==> config.mk <==
export PLATFORM = sky130hd
export DESIGN_NAME = pwm_tone_divider_search_unit
export DESIGN_NICKNAME = d
export VERILOG_FILES = /design/src/design/ptds_pkg.sv /design/src/design/ptds_divider.sv /design/src/design/ptds_recip_mul.sv /design/src/design/pwm_tone_divider_search_unit.sv
export SDC_FILE = /design/constraint.sdc
export NUM_CORES = 2
export LEC_CHECK = 0
export BUFFER_PORTS_ARGS = -buffer_cell sky130_fd_sc_hd__buf_2
export CAP_MARGIN = 20
export CORE_MARGIN = 3
export CORE_UTILIZATION = 60
export DETAILED_ROUTE_END_ITERATION = 16
export PLACE_DENSITY = 0.77
export SETUP_SLACK_MARGIN = 0.2
export SKIP_LAST_GASP = 1
export SLEW_MARGIN = 20
export SYNTH_ARGS = -nofsm -noshare
export SYNTH_HDL_FRONTEND = slang
export SYNTH_SLANG_ARGS = --single-unit
==> constraint.sdc <==
create_clock -name clk -period 18.1 [get_ports clk]
set_clock_uncertainty 0.1 [all_clocks]
set_input_delay 0.905 -clock clk [delete_from_list [all_inputs] [get_ports clk]]
set_output_delay 0.905 -clock clk [all_outputs]
set_load 0.05 [all_outputs]
==> src/design/ptds_pkg.sv <==
// Shared types and constants for the tone divider search unit.
package ptds_pkg;

  localparam int unsigned NUM_W   = 32;  // width of 16 * system clock
  localparam int unsigned DEN_W   = 16;  // width of the frequency
  localparam int unsigned CLK_W   = 28;  // width of the clock register
  localparam int unsigned DIV_W   = 12;  // width of the 8.4 divider
  localparam int unsigned CNT_W   = 16;  // width of the wrap count
  localparam int unsigned PROD_W  = 64;

  // Reciprocals for exact division of any 32-bit value by 5 and by 3.
  localparam logic [NUM_W-1:0] RECIP_5 = 32'hCCCC_CCCD;  // shift 34
  localparam logic [NUM_W-1:0] RECIP_3 = 32'hAAAA_AAAB;  // shift 33

  localparam logic [NUM_W-1:0] Q_MIN_5   = 32'd80;    // 16 * 5
  localparam logic [NUM_W-1:0] Q_MIN_3   = 32'd48;    // 16 * 3
  localparam logic [NUM_W-1:0] Q_MIN_2   = 32'd32;    // 16 * 2
  localparam logic [NUM_W-1:0] DIV_LOW   = 32'd16;
  localparam logic [NUM_W-1:0] DIV_HIGH  = 32'd4096;  // 256 * 16

  localparam logic [CLK_W-1:0] SYS_CLOCK_RESET = 28'd125000000;

  typedef enum logic {
    FAC_5,
    FAC_3
  } fac_sel_t;

endpackage

==> src/design/ptds_divider.sv <==
// Restoring divider, one quotient bit per cycle.
module ptds_divider
  import ptds_pkg::*;
(
  input  logic             clk,
  input  logic             rst_n,
  input  logic             start_i,
  input  logic [NUM_W-1:0] num_i,
  input  logic [DEN_W-1:0] den_i,
  output logic             done_o,
  output logic [NUM_W-1:0] quo_o
);

  localparam int unsigned STEP_W = $clog2(NUM_W);

  logic              busy_r;
  logic              done_r;
  logic [STEP_W-1:0] step_r;
  logic [DEN_W-1:0]  rem_r;
  logic [DEN_W-1:0]  den_r;
  logic [NUM_W-1:0]  acc_r;

  logic [DEN_W:0]    shifted;
  logic              fits;
  logic [DEN_W:0]    diff;

  assign shifted = {rem_r, acc_r[NUM_W-1]};
  assign fits    = shifted >= {1'b0, den_r};
  assign diff    = shifted - {1'b0, den_r};

  always_ff @(posedge clk) begin
    if (!rst_n) begin
      busy_r <= 1'b0;
      done_r <= 1'b0;
      step_r <= '0;
    end else begin
      done_r <= 1'b0;
      if (start_i) begin
        busy_r <= 1'b1;
        step_r <= '0;
      end else if (busy_r) begin
        step_r <= step_r + STEP_W'(1);
        if (step_r == STEP_W'(NUM_W - 1)) begin
          busy_r <= 1'b0;
          done_r <= 1'b1;
        end
      end
    end
  end

  always_ff @(posedge clk) begin
    if (start_i) begin
      acc_r <= num_i;
      den_r <= den_i;
      rem_r <= '0;
    end else if (busy_r) begin
      // remainder stays below the divisor, so the low bits carry it
      rem_r <= fits ? diff[DEN_W-1:0] : shifted[DEN_W-1:0];
      acc_r <= {acc_r[NUM_W-2:0], fits};
    end
  end

  assign done_o = done_r;
  assign quo_o  = acc_r;

endmodule

==> src/design/ptds_recip_mul.sv <==
// Shared reciprocal multiplier: registered quotient of q by 5 or by 3.
module ptds_recip_mul
  import ptds_pkg::*;
(
  input  logic             clk,
  input  fac_sel_t         sel_i,
  input  logic [NUM_W-1:0] q_i,
  output logic [NUM_W-1:0] quo_o
);

  logic [PROD_W-1:0] prod_r;
  fac_sel_t          sel_r;
  logic [NUM_W-1:0]  recip;

  always_comb begin
    unique case (sel_i)
      FAC_5:   recip = RECIP_5;
      FAC_3:   recip = RECIP_3;
      default: recip = RECIP_5;
    endcase
  end

  always_ff @(posedge clk) begin
    prod_r <= PROD_W'(q_i) * PROD_W'(recip);
    sel_r  <= sel_i;
  end

  always_comb begin
    unique case (sel_r)
      FAC_5:   quo_o = {2'b00, prod_r[PROD_W-1:34]};
      FAC_3:   quo_o = {1'b0, prod_r[PROD_W-1:33]};
      default: quo_o = {2'b00, prod_r[PROD_W-1:34]};
    endcase
  end

endmodule

==> src/design/pwm_tone_divider_search_unit.sv <==
// Top level: tone frequency to PWM 8.4 divider and wrap count search.
//
//   channel | ports                                   | role
//   --------+-----------------------------------------+--------------------------
//   in      | in_valid, in_ready, in_freq_hz          | tone frequency request
//   out     | out_valid, out_ready, out_divider_fixed,| divider, wrap, usable flag
//           | out_wrap_count, out_valid_res           |
//   cfg     | cfg_wr_en, cfg_wr_data                  | system clock in hertz
//
// A request passes through the bit-serial divider and then through factor steps
// on the shared reciprocal multiplier, each step a multiply state and a check
// state; factors of 3 and 2 are tried only after a factor of 5 is refused.
// A zero frequency skips all of it and goes straight to the done state.
// Reset (rst_n low, synchronous) empties the block and loads 125000000 hertz.
// in_ready is high only while the sequencer is idle; a finished result waits
// in the output register, which may still be full while the next request runs.
module pwm_tone_divider_search_unit
  import ptds_pkg::*;
#(
  parameter int unsigned WRAP_LIMIT = 65534
) (
  input  logic             clk,
  input  logic             rst_n,
  input  logic             in_valid,
  output logic             in_ready,
  input  logic [DEN_W-1:0] in_freq_hz,
  output logic             out_valid,
  input  logic             out_ready,
  output logic [DIV_W-1:0] out_divider_fixed,
  output logic [CNT_W-1:0] out_wrap_count,
  output logic             out_valid_res,
  input  logic             cfg_wr_en,
  input  logic [CLK_W-1:0] cfg_wr_data
);

  localparam int unsigned CM_W = CNT_W + 3;  // room for count times five
  localparam logic [CM_W-1:0] LIMIT = CM_W'(WRAP_LIMIT);

  typedef enum logic [2:0] {
    S_IDLE,
    S_DIV,
    S_MUL,
    S_CHK,
    S_DONE
  } state_t;

  state_t           state_r, state_nxt;
  fac_sel_t         sel_r, sel_nxt;
  logic [NUM_W-1:0] q_r, q_nxt;
  logic [CNT_W-1:0] cnt_r, cnt_nxt;
  logic [CLK_W-1:0] sys_clock_r;

  logic             out_valid_r, out_valid_nxt;
  logic [DIV_W-1:0] out_div_r, out_div_nxt;
  logic [CNT_W-1:0] out_wrap_r, out_wrap_nxt;
  logic             out_res_r, out_res_nxt;

  logic             accept;
  logic             div_start;
  logic             div_done;
  logic [NUM_W-1:0] div_quo;
  logic [NUM_W-1:0] mul_quo;

  logic [NUM_W+1:0] back_mul;   // quotient times the tried factor
  logic             exact;
  logic [CM_W-1:0]  cnt_x5, cnt_x3, cnt_x2;
  logic             q_usable;

  assign accept    = in_valid && in_ready;
  assign div_start = accept && (in_freq_hz != '0);

  ptds_divider u_div (
    .clk     (clk),
    .rst_n   (rst_n),
    .start_i (div_start),
    .num_i   ({sys_clock_r, 4'b0000}),
    .den_i   (in_freq_hz),
    .done_o  (div_done),
    .quo_o   (div_quo)
  );

  ptds_recip_mul u_mul (
    .clk   (clk),
    .sel_i (sel_r),
    .q_i   (q_r),
    .quo_o (mul_quo)
  );

  // The quotient is exact when multiplying it back gives q again.
  always_comb begin
    unique case (sel_r)
      FAC_5:   back_mul = {mul_quo, 2'b00} + {2'b00, mul_quo};
      FAC_3:   back_mul = {1'b0, mul_quo, 1'b0} + {2'b00, mul_quo};
      default: back_mul = {mul_quo, 2'b00} + {2'b00, mul_quo};
    endcase
  end

  assign exact    = back_mul == {2'b00, q_r};
  assign cnt_x5   = {1'b0, cnt_r, 2'b00} + CM_W'(cnt_r);
  assign cnt_x3   = {2'b00, cnt_r, 1'b0} + CM_W'(cnt_r);
  assign cnt_x2   = {2'b00, cnt_r, 1'b0};
  assign q_usable = (q_r >= DIV_LOW) && (q_r < DIV_HIGH);

  // Hold the system clock; the user must write it only while no request is in flight, the block does not enforce it.
  always_ff @(posedge clk) begin
    if (!rst_n) begin
      sys_clock_r <= SYS_CLOCK_RESET;
    end else if (cfg_wr_en) begin
      sys_clock_r <= cfg_wr_data;
    end
  end

  always_comb begin
    state_nxt     = state_r;
    sel_nxt       = sel_r;
    q_nxt         = q_r;
    cnt_nxt       = cnt_r;
    out_valid_nxt = out_valid_r;
    out_div_nxt   = out_div_r;
    out_wrap_nxt  = out_wrap_r;
    out_res_nxt   = out_res_r;

    // Drop the pending result once it is taken.
    if (out_valid_r && out_ready) begin
      out_valid_nxt = 1'b0;
    end

    unique case (state_r)
      S_IDLE: begin
        if (accept) begin
          cnt_nxt = CNT_W'(1);
          sel_nxt = FAC_5;
          if (in_freq_hz == '0) begin
            q_nxt     = '0;   // reports as unusable
            state_nxt = S_DONE;
          end else begin
            state_nxt = S_DIV;
          end
        end
      end
      S_DIV: begin
        if (div_done) begin
          q_nxt     = div_quo;
          state_nxt = S_MUL;
        end
      end
      S_MUL: begin
        // product settles in the multiplier register
        state_nxt = S_CHK;
      end
      S_CHK: begin
        if (sel_r == FAC_5) begin
          if ((q_r >= Q_MIN_5) && exact && (cnt_x5 <= LIMIT)) begin
            q_nxt   = mul_quo;
            cnt_nxt = cnt_x5[CNT_W-1:0];
          end else begin
            sel_nxt = FAC_3;
          end
          state_nxt = S_MUL;
        end else begin
          sel_nxt = FAC_5;
          priority if ((q_r >= Q_MIN_3) && exact && (cnt_x3 <= LIMIT)) begin
            q_nxt     = mul_quo;
            cnt_nxt   = cnt_x3[CNT_W-1:0];
            state_nxt = S_MUL;
          end else if ((q_r >= Q_MIN_2) && (cnt_x2 <= LIMIT)) begin
            q_nxt     = {1'b0, q_r[NUM_W-1:1]};
            cnt_nxt   = cnt_x2[CNT_W-1:0];
            state_nxt = S_MUL;
          end else begin
            state_nxt = S_DONE;
          end
        end
      end
      S_DONE: begin
        // Advance only when the output register is free this cycle.
        if (!out_valid_r || out_ready) begin
          out_valid_nxt = 1'b1;
          out_res_nxt   = q_usable;
          out_div_nxt   = q_usable ? q_r[DIV_W-1:0] : '0;
          out_wrap_nxt  = q_usable ? cnt_r : '0;
          state_nxt     = S_IDLE;
        end
      end
      default: state_nxt = S_IDLE;
    endcase
  end

  always_ff @(posedge clk) begin
    if (!rst_n) begin
      state_r     <= S_IDLE;
      sel_r       <= FAC_5;
      out_valid_r <= 1'b0;
    end else begin
      state_r     <= state_nxt;
      sel_r       <= sel_nxt;
      out_valid_r <= out_valid_nxt;
    end
  end

  always_ff @(posedge clk) begin
    q_r        <= q_nxt;
    cnt_r      <= cnt_nxt;
    out_div_r  <= out_div_nxt;
    out_wrap_r <= out_wrap_nxt;
    out_res_r  <= out_res_nxt;
  end

  assign in_ready          = state_r == S_IDLE;
  assign out_valid         = out_valid_r;
  assign out_divider_fixed = out_div_r;
  assign out_wrap_count    = out_wrap_r;
  assign out_valid_res     = out_res_r;

endmodule
### Yosys cells after proc, flatten, opt, wreduce, memory -nomap -nowiden

Cells that the tools add are included.

* $add $sub $neg: 6
* multiply operators: 1
* order comparisons: 9
* equality and inequality tests: 12
* mux-type cells: 39
* bitwise gates (word level): 4
* reductions and logical operators: 24

Operators with widths (count)
* $mux W32: 9
* $pmux W32 S2: 2
* $mux W16: 6
* $pmux W32 S3: 1
* $pmux W34 S2: 1
* $ge A32 B6 Y1 const B: 2
* $mul A32 B32 Y64: 1
* $add A33 B32 Y34: 1
* $add A34 B32 Y34: 1
* $eq A34 B32 Y1: 1
* $ge A32 B5 Y1 const B: 1
* $ge A32 B7 Y1 const B: 1
* $lt A32 B13 Y1 const B: 1
* $pmux W16 S2: 1
* $mux W3: 7
* $add A18 B16 Y19: 1
* $le A19 B16 Y1 const B: 1
* $add A17 B16 Y18: 1
* $le A18 B16 Y1 const B: 1
* $ge A17 B16 Y1: 1
* $le A17 B16 Y1 const B: 1
* $logic_not A16 Y1: 1
* $reduce_bool A16 Y1: 1
* $sub A16 B16 Y16: 1
* other kinds (25): 50

* register bits: 246
* input bits: 49
* output and inout bits: 31
* logic and storage cells: 113

### Longest topological paths before layout

* word-level depth: 10
* mapped depth: 38
* gate-level depth less buffers: 31

### Modules after synthesis

From an unflattened synthesis, not the netlist that was laid out.

* cells, all modules: 3924
* area total of the unflattened synthesis: 37815.0 µm²

Modules (own cells, without submodules)
* ptds_recip_mul: instances 1, cells an instance 2271, area an instance 22705.5 µm²
* pwm_tone_divider_search_unit: instances 1, cells an instance 1318, area an instance 11280.8 µm²
* ptds_divider: instances 1, cells an instance 335, area an instance 3828.7 µm²

### Worst setup path after synthesis

No wires, ideal clock.

* path kind: register -> register
* from: register sel_r
* to: register u_mul.prod_r[61]
* arrival: 9.582 ns
* required time: 17.882 ns
* setup slack: 8.300 ns
* cell stages (with the launch flop): 34
* path buffers: 7
* cells stage by stage: dfxtp_1 -> buf_2 -> buf_1 -> buf_1 -> clkbuf_1 -> clkbuf_1 -> clkbuf_1 -> clkbuf_1 -> nand2_1 -> fa_1 -> fa_1 -> inv_1 -> fa_1 -> inv_1 -> fa_1 -> inv_1 -> fa_1 -> fa_1 -> fa_1 -> inv_1 -> fa_1 -> inv_1 -> ha_1 -> nand3_1 -> or3_1 -> or2_2 -> or3_1 -> o21ai_0 -> o211ai_1 -> a2111oi_0 -> nor3_1 -> a21oi_1 -> a21oi_1 -> xnor2_1

* word-level cells in the longest chain between the ends: 3

Ends and longest elaborated chain
* from (decl): line pwm_tone_divider_search_unit.sv:48 `fac_sel_t sel_r, sel_nxt;`
* from (signal assigned): line pwm_tone_divider_search_unit.sv:196 `sel_r <= sel_nxt;`
* $not A1 Y1: line ptds_recip_mul.sv:16 `unique case (sel_i)`
* $pmux W32 S2 *: line ptds_recip_mul.sv:16
* $mul A32 B32 Y64 *: line ptds_recip_mul.sv:24 `prod_r <= PROD_W'(q_i) * PROD_W'(recip);`
* to (signal assigned): line ptds_recip_mul.sv:24
* to (decl): line ptds_recip_mul.sv:11 `logic [PROD_W-1:0] prod_r;`

Every way passes the cells marked *; elsewhere a longest branch is shown, timed or not. The select of a mux whose other input is x is not followed.
A chain may end at the register's enable or synchronous reset.

### Worst setup path in the final report

Same ends and word-level chain as after synthesis.

==> flow_summary.json <==
{
  "synth_ff_type": "edfxtp_1",
  "grt_first_pass_wirelength_mm": 159,
  "cts_resized": 0,
  "slew_headroom_pct": 32.9,
  "core_um2": 60600,
  "first_pass_iters": 7,
  "synthTopCellsByCount": "925 x inv_1, 607 x fa_1, 414 x ha_1",
  "clk_latency_ns": 0.53,
  "seq_area_frac_synth_pct": 14.8,
  "max_stage_delay_ns": 0.74,
  "cts_max_level": 1,
  "final_util_pct": 64.4,
  "fmax_mhz": 97.1,
  "worstSetupPathType": "flip-flop to flip-flop",
  "yosysMostFrequentCell": "inv_1",
  "final-setup-viol-count": 0,
  "critPathLaunch": "sel_r$_SDFFE_PN0P_",
  "irDropWorstVdd_uv": 74.0,
  "p_total_w": 0.00351,
  "cp_max_fo": 58,
  "yosys.area.top_type": "fa_1",
  "synth_area_leaders": "fa_1 33%, ha_1 14%, edfxtp_1 9.9%",
  "rsz0062_at_grt": "no",
  "r2r-start": "sel_r$_SDFFE_PN0P_",
  "cts_buffers": 22,
  "route.detailed.drc": 0,
  "dpl.hpwl_mm": 85.8,
  "place.port_buffers": 79,
  "arrival_ns": 10.62,
  "cp.required_ns": 18.42,
  "fin_crit_sh_pct": 56.9,
  "ant_nets": 0,
  "syn_inst": 3873,
  "ios": 80,
  "gp_congestion": 1.00,
  "antenna_found_initial": 1,
  "wl_per_cell_um": 21.0,
  "grt_pass1_vias": 28600,
  "drt_wl_total_mm": 100,
  "power.density_nw_per_um2": 89.9,
  "fin_setup_tns_ns": 0,
  "synth_cell_types": 101,
  "ys_async_sr_fraction_pct": 0,
  "synthesis.area_um2": 36900,
  "maxCapViolCount": 0,
  "nFillCells": 4945,
  "vias": 27700,
  "netlist.area_leader.share_pct": 32.9,
  "nets": 5040,
  "worst_pin_slew_ns": 1.00,
  "hp-start": "sys_clock_r[21]$_SDFFE_PN1P_",
  "clk_path_buf_depth": 3,
  "vias_per_cell": 5.81,
  "die_area_um2": 64500,
  "rows": 90,
  "r2r_setup_slack_ns": 7.81,
  "drt_iter0_drc": 2489,
  "p_leak_nw": 20.1,
  "cts.clk_slew.worst_paths_ns": 0.07,
  "die_x_um": 254,
  "layout_min_cycle_time_ns": 10.29,
  "critPathCaptureType": "flip-flop",
  "avgSynthCellArea_um2": 9.52,
  "status": "finished clean",
  "hp-class": "flip-flop to flip-flop",
  "cts_setup_buffers": 0,
  "critPathMostFrequentCell": "fa_1",
  "area.growth.synth_to_final_pct": 5.71,
  "cts_tree": "done",
  "crit_family": "adder cells",
  "hold_buffers": 0,
  "cts-root-buf": "clkbuf_16",
  "hold_viol_final": 0,
  "grt_max_degree": 69,
  "yosysWarnings": 0,
  "initial_core_util_pct": 60.9,
  "antennaDiodeCount": 0,
  "synth_seq_cells": 213,
  "numClockSinks": 213,
  "worst-path-buf-inv": 7,
  "synth_edf_count": 121,
  "finalMaxSlewViolations": 0,
  "cp-start-kind": "flip-flop",
  "die_h_um": 254,
  "grt_usage_pct": 32.2,
  "cp_slowest_cell": "dfxtp_4",
  "drive_gt1_share_pct": 5.64,
  "grt_remaining_overflow": 0
}
-- logic make-up after synthesis --
| family | count (synthesis) | synth area share (%) |
|---|---|---|
| other | 2 | 0.0204 |
| buffers and inverters | 1028 | 10.7 |
| AOI/OAI and AO/OA | 570 | 10.2 |
| and+or+nand+nor | 788 | 10.7 |
| DFF | 213 | 14.8 |
| xor gates and xnor gates | 129 | 3.10 |
| muxes | 122 | 3.42 |
| adders and majority gates | 1021 | 47.0 |
-- tightest hold or removal path: stages, from the launching register on --
cell,delay [ns]
dfxtp_1,0.33
mux2i_1,0.06
nand2_1,0.06
-- path summary, 6_finish.rpt --
path / to / depth (start not counted)
worst max register to register: u_mul.prod_r[61]$_DFF_P_ / 29
worst min-delay path: sys_clock_r[21]$_SDFFE_PN1P_ / 2
worst min register to register: sys_clock_r[21]$_SDFFE_PN1P_ / 2
worst max-delay path: u_mul.prod_r[61]$_DFF_P_ / 29
-- state kept, by name (all words and copies together), names as in the netlist, 3 cells and up --
name               count
cnt_r                 16
out_divider_fixed     12
out_wrap_count        16
q_r                   32
state_r                3
sys_clock_r           28
u_div.den_r           16
u_div.quo_o           32
u_div.rem_r           16
u_div.step_r           5
u_mul.prod_r          31
-- metal layers --
metal / vias to the layer above / GRT usage [%] / part of all wire [%] / wire, um
met4: 2 / 11.6 / 4.5 / 4480
met1: 13600 / 45.5 / 42 / 42000
met3: 231 / 5.09 / 8.3 / 8310
li1: 12600 / - / - / -
met5: - / 0 / 0.013 / 13
met2: 1196 / 50.6 / 45 / 45200
-- placed cells by master, fill, tap and decap left out, drive strengths merged, types with 89 or more instances in the layout --
master | synthesis | final
xnor2 | 89 | 89
o21ai | 145 | 145
ha | 414 | 414
nor2 | 144 | 144
mux2i | 90 | 90
buf | 31 | 109
nand2 | 254 | 254
inv | 926 | 929
a21oi | 156 | 156
edfxtp | 121 | 121
dfxtp | 92 | 92
fa | 607 | 607
-- stage by stage --
stage	cell area, um2	setup slack, ns	hold slack, ns	instances
after floorplan	37100	8.30	0.226	3937
after global placement	38300	8.13	0.355	4728
after detailed placement	38300	7.91	0.356	4728
after CTS	39000	7.90	0.382	4768
after global routing	39000	7.32	0.400	4768
final	39000	7.81	0.375	4768
-- final cells by class --
class	instances	area, um2	share of cell area, %
sequential	213	5480	14.1
multi-input combinational	2696	27700	71.1
timing repair buffer	109	621	1.59
clock inverter	13	113	0.289
tap	782	978	2.51
clock buffer	27	601	1.54
inverter	928	3480	8.93
-- power by group --
part           switching, W  internal, W  leakage, nW  total [W]
clock network      0.000204     0.000254        0.349   0.000458
registers         0.0000328     0.000571         1.99   0.000604
logic               0.00148     0.000969         17.7    0.00244
No activity file was read; power rests on OpenSTA's default activity.
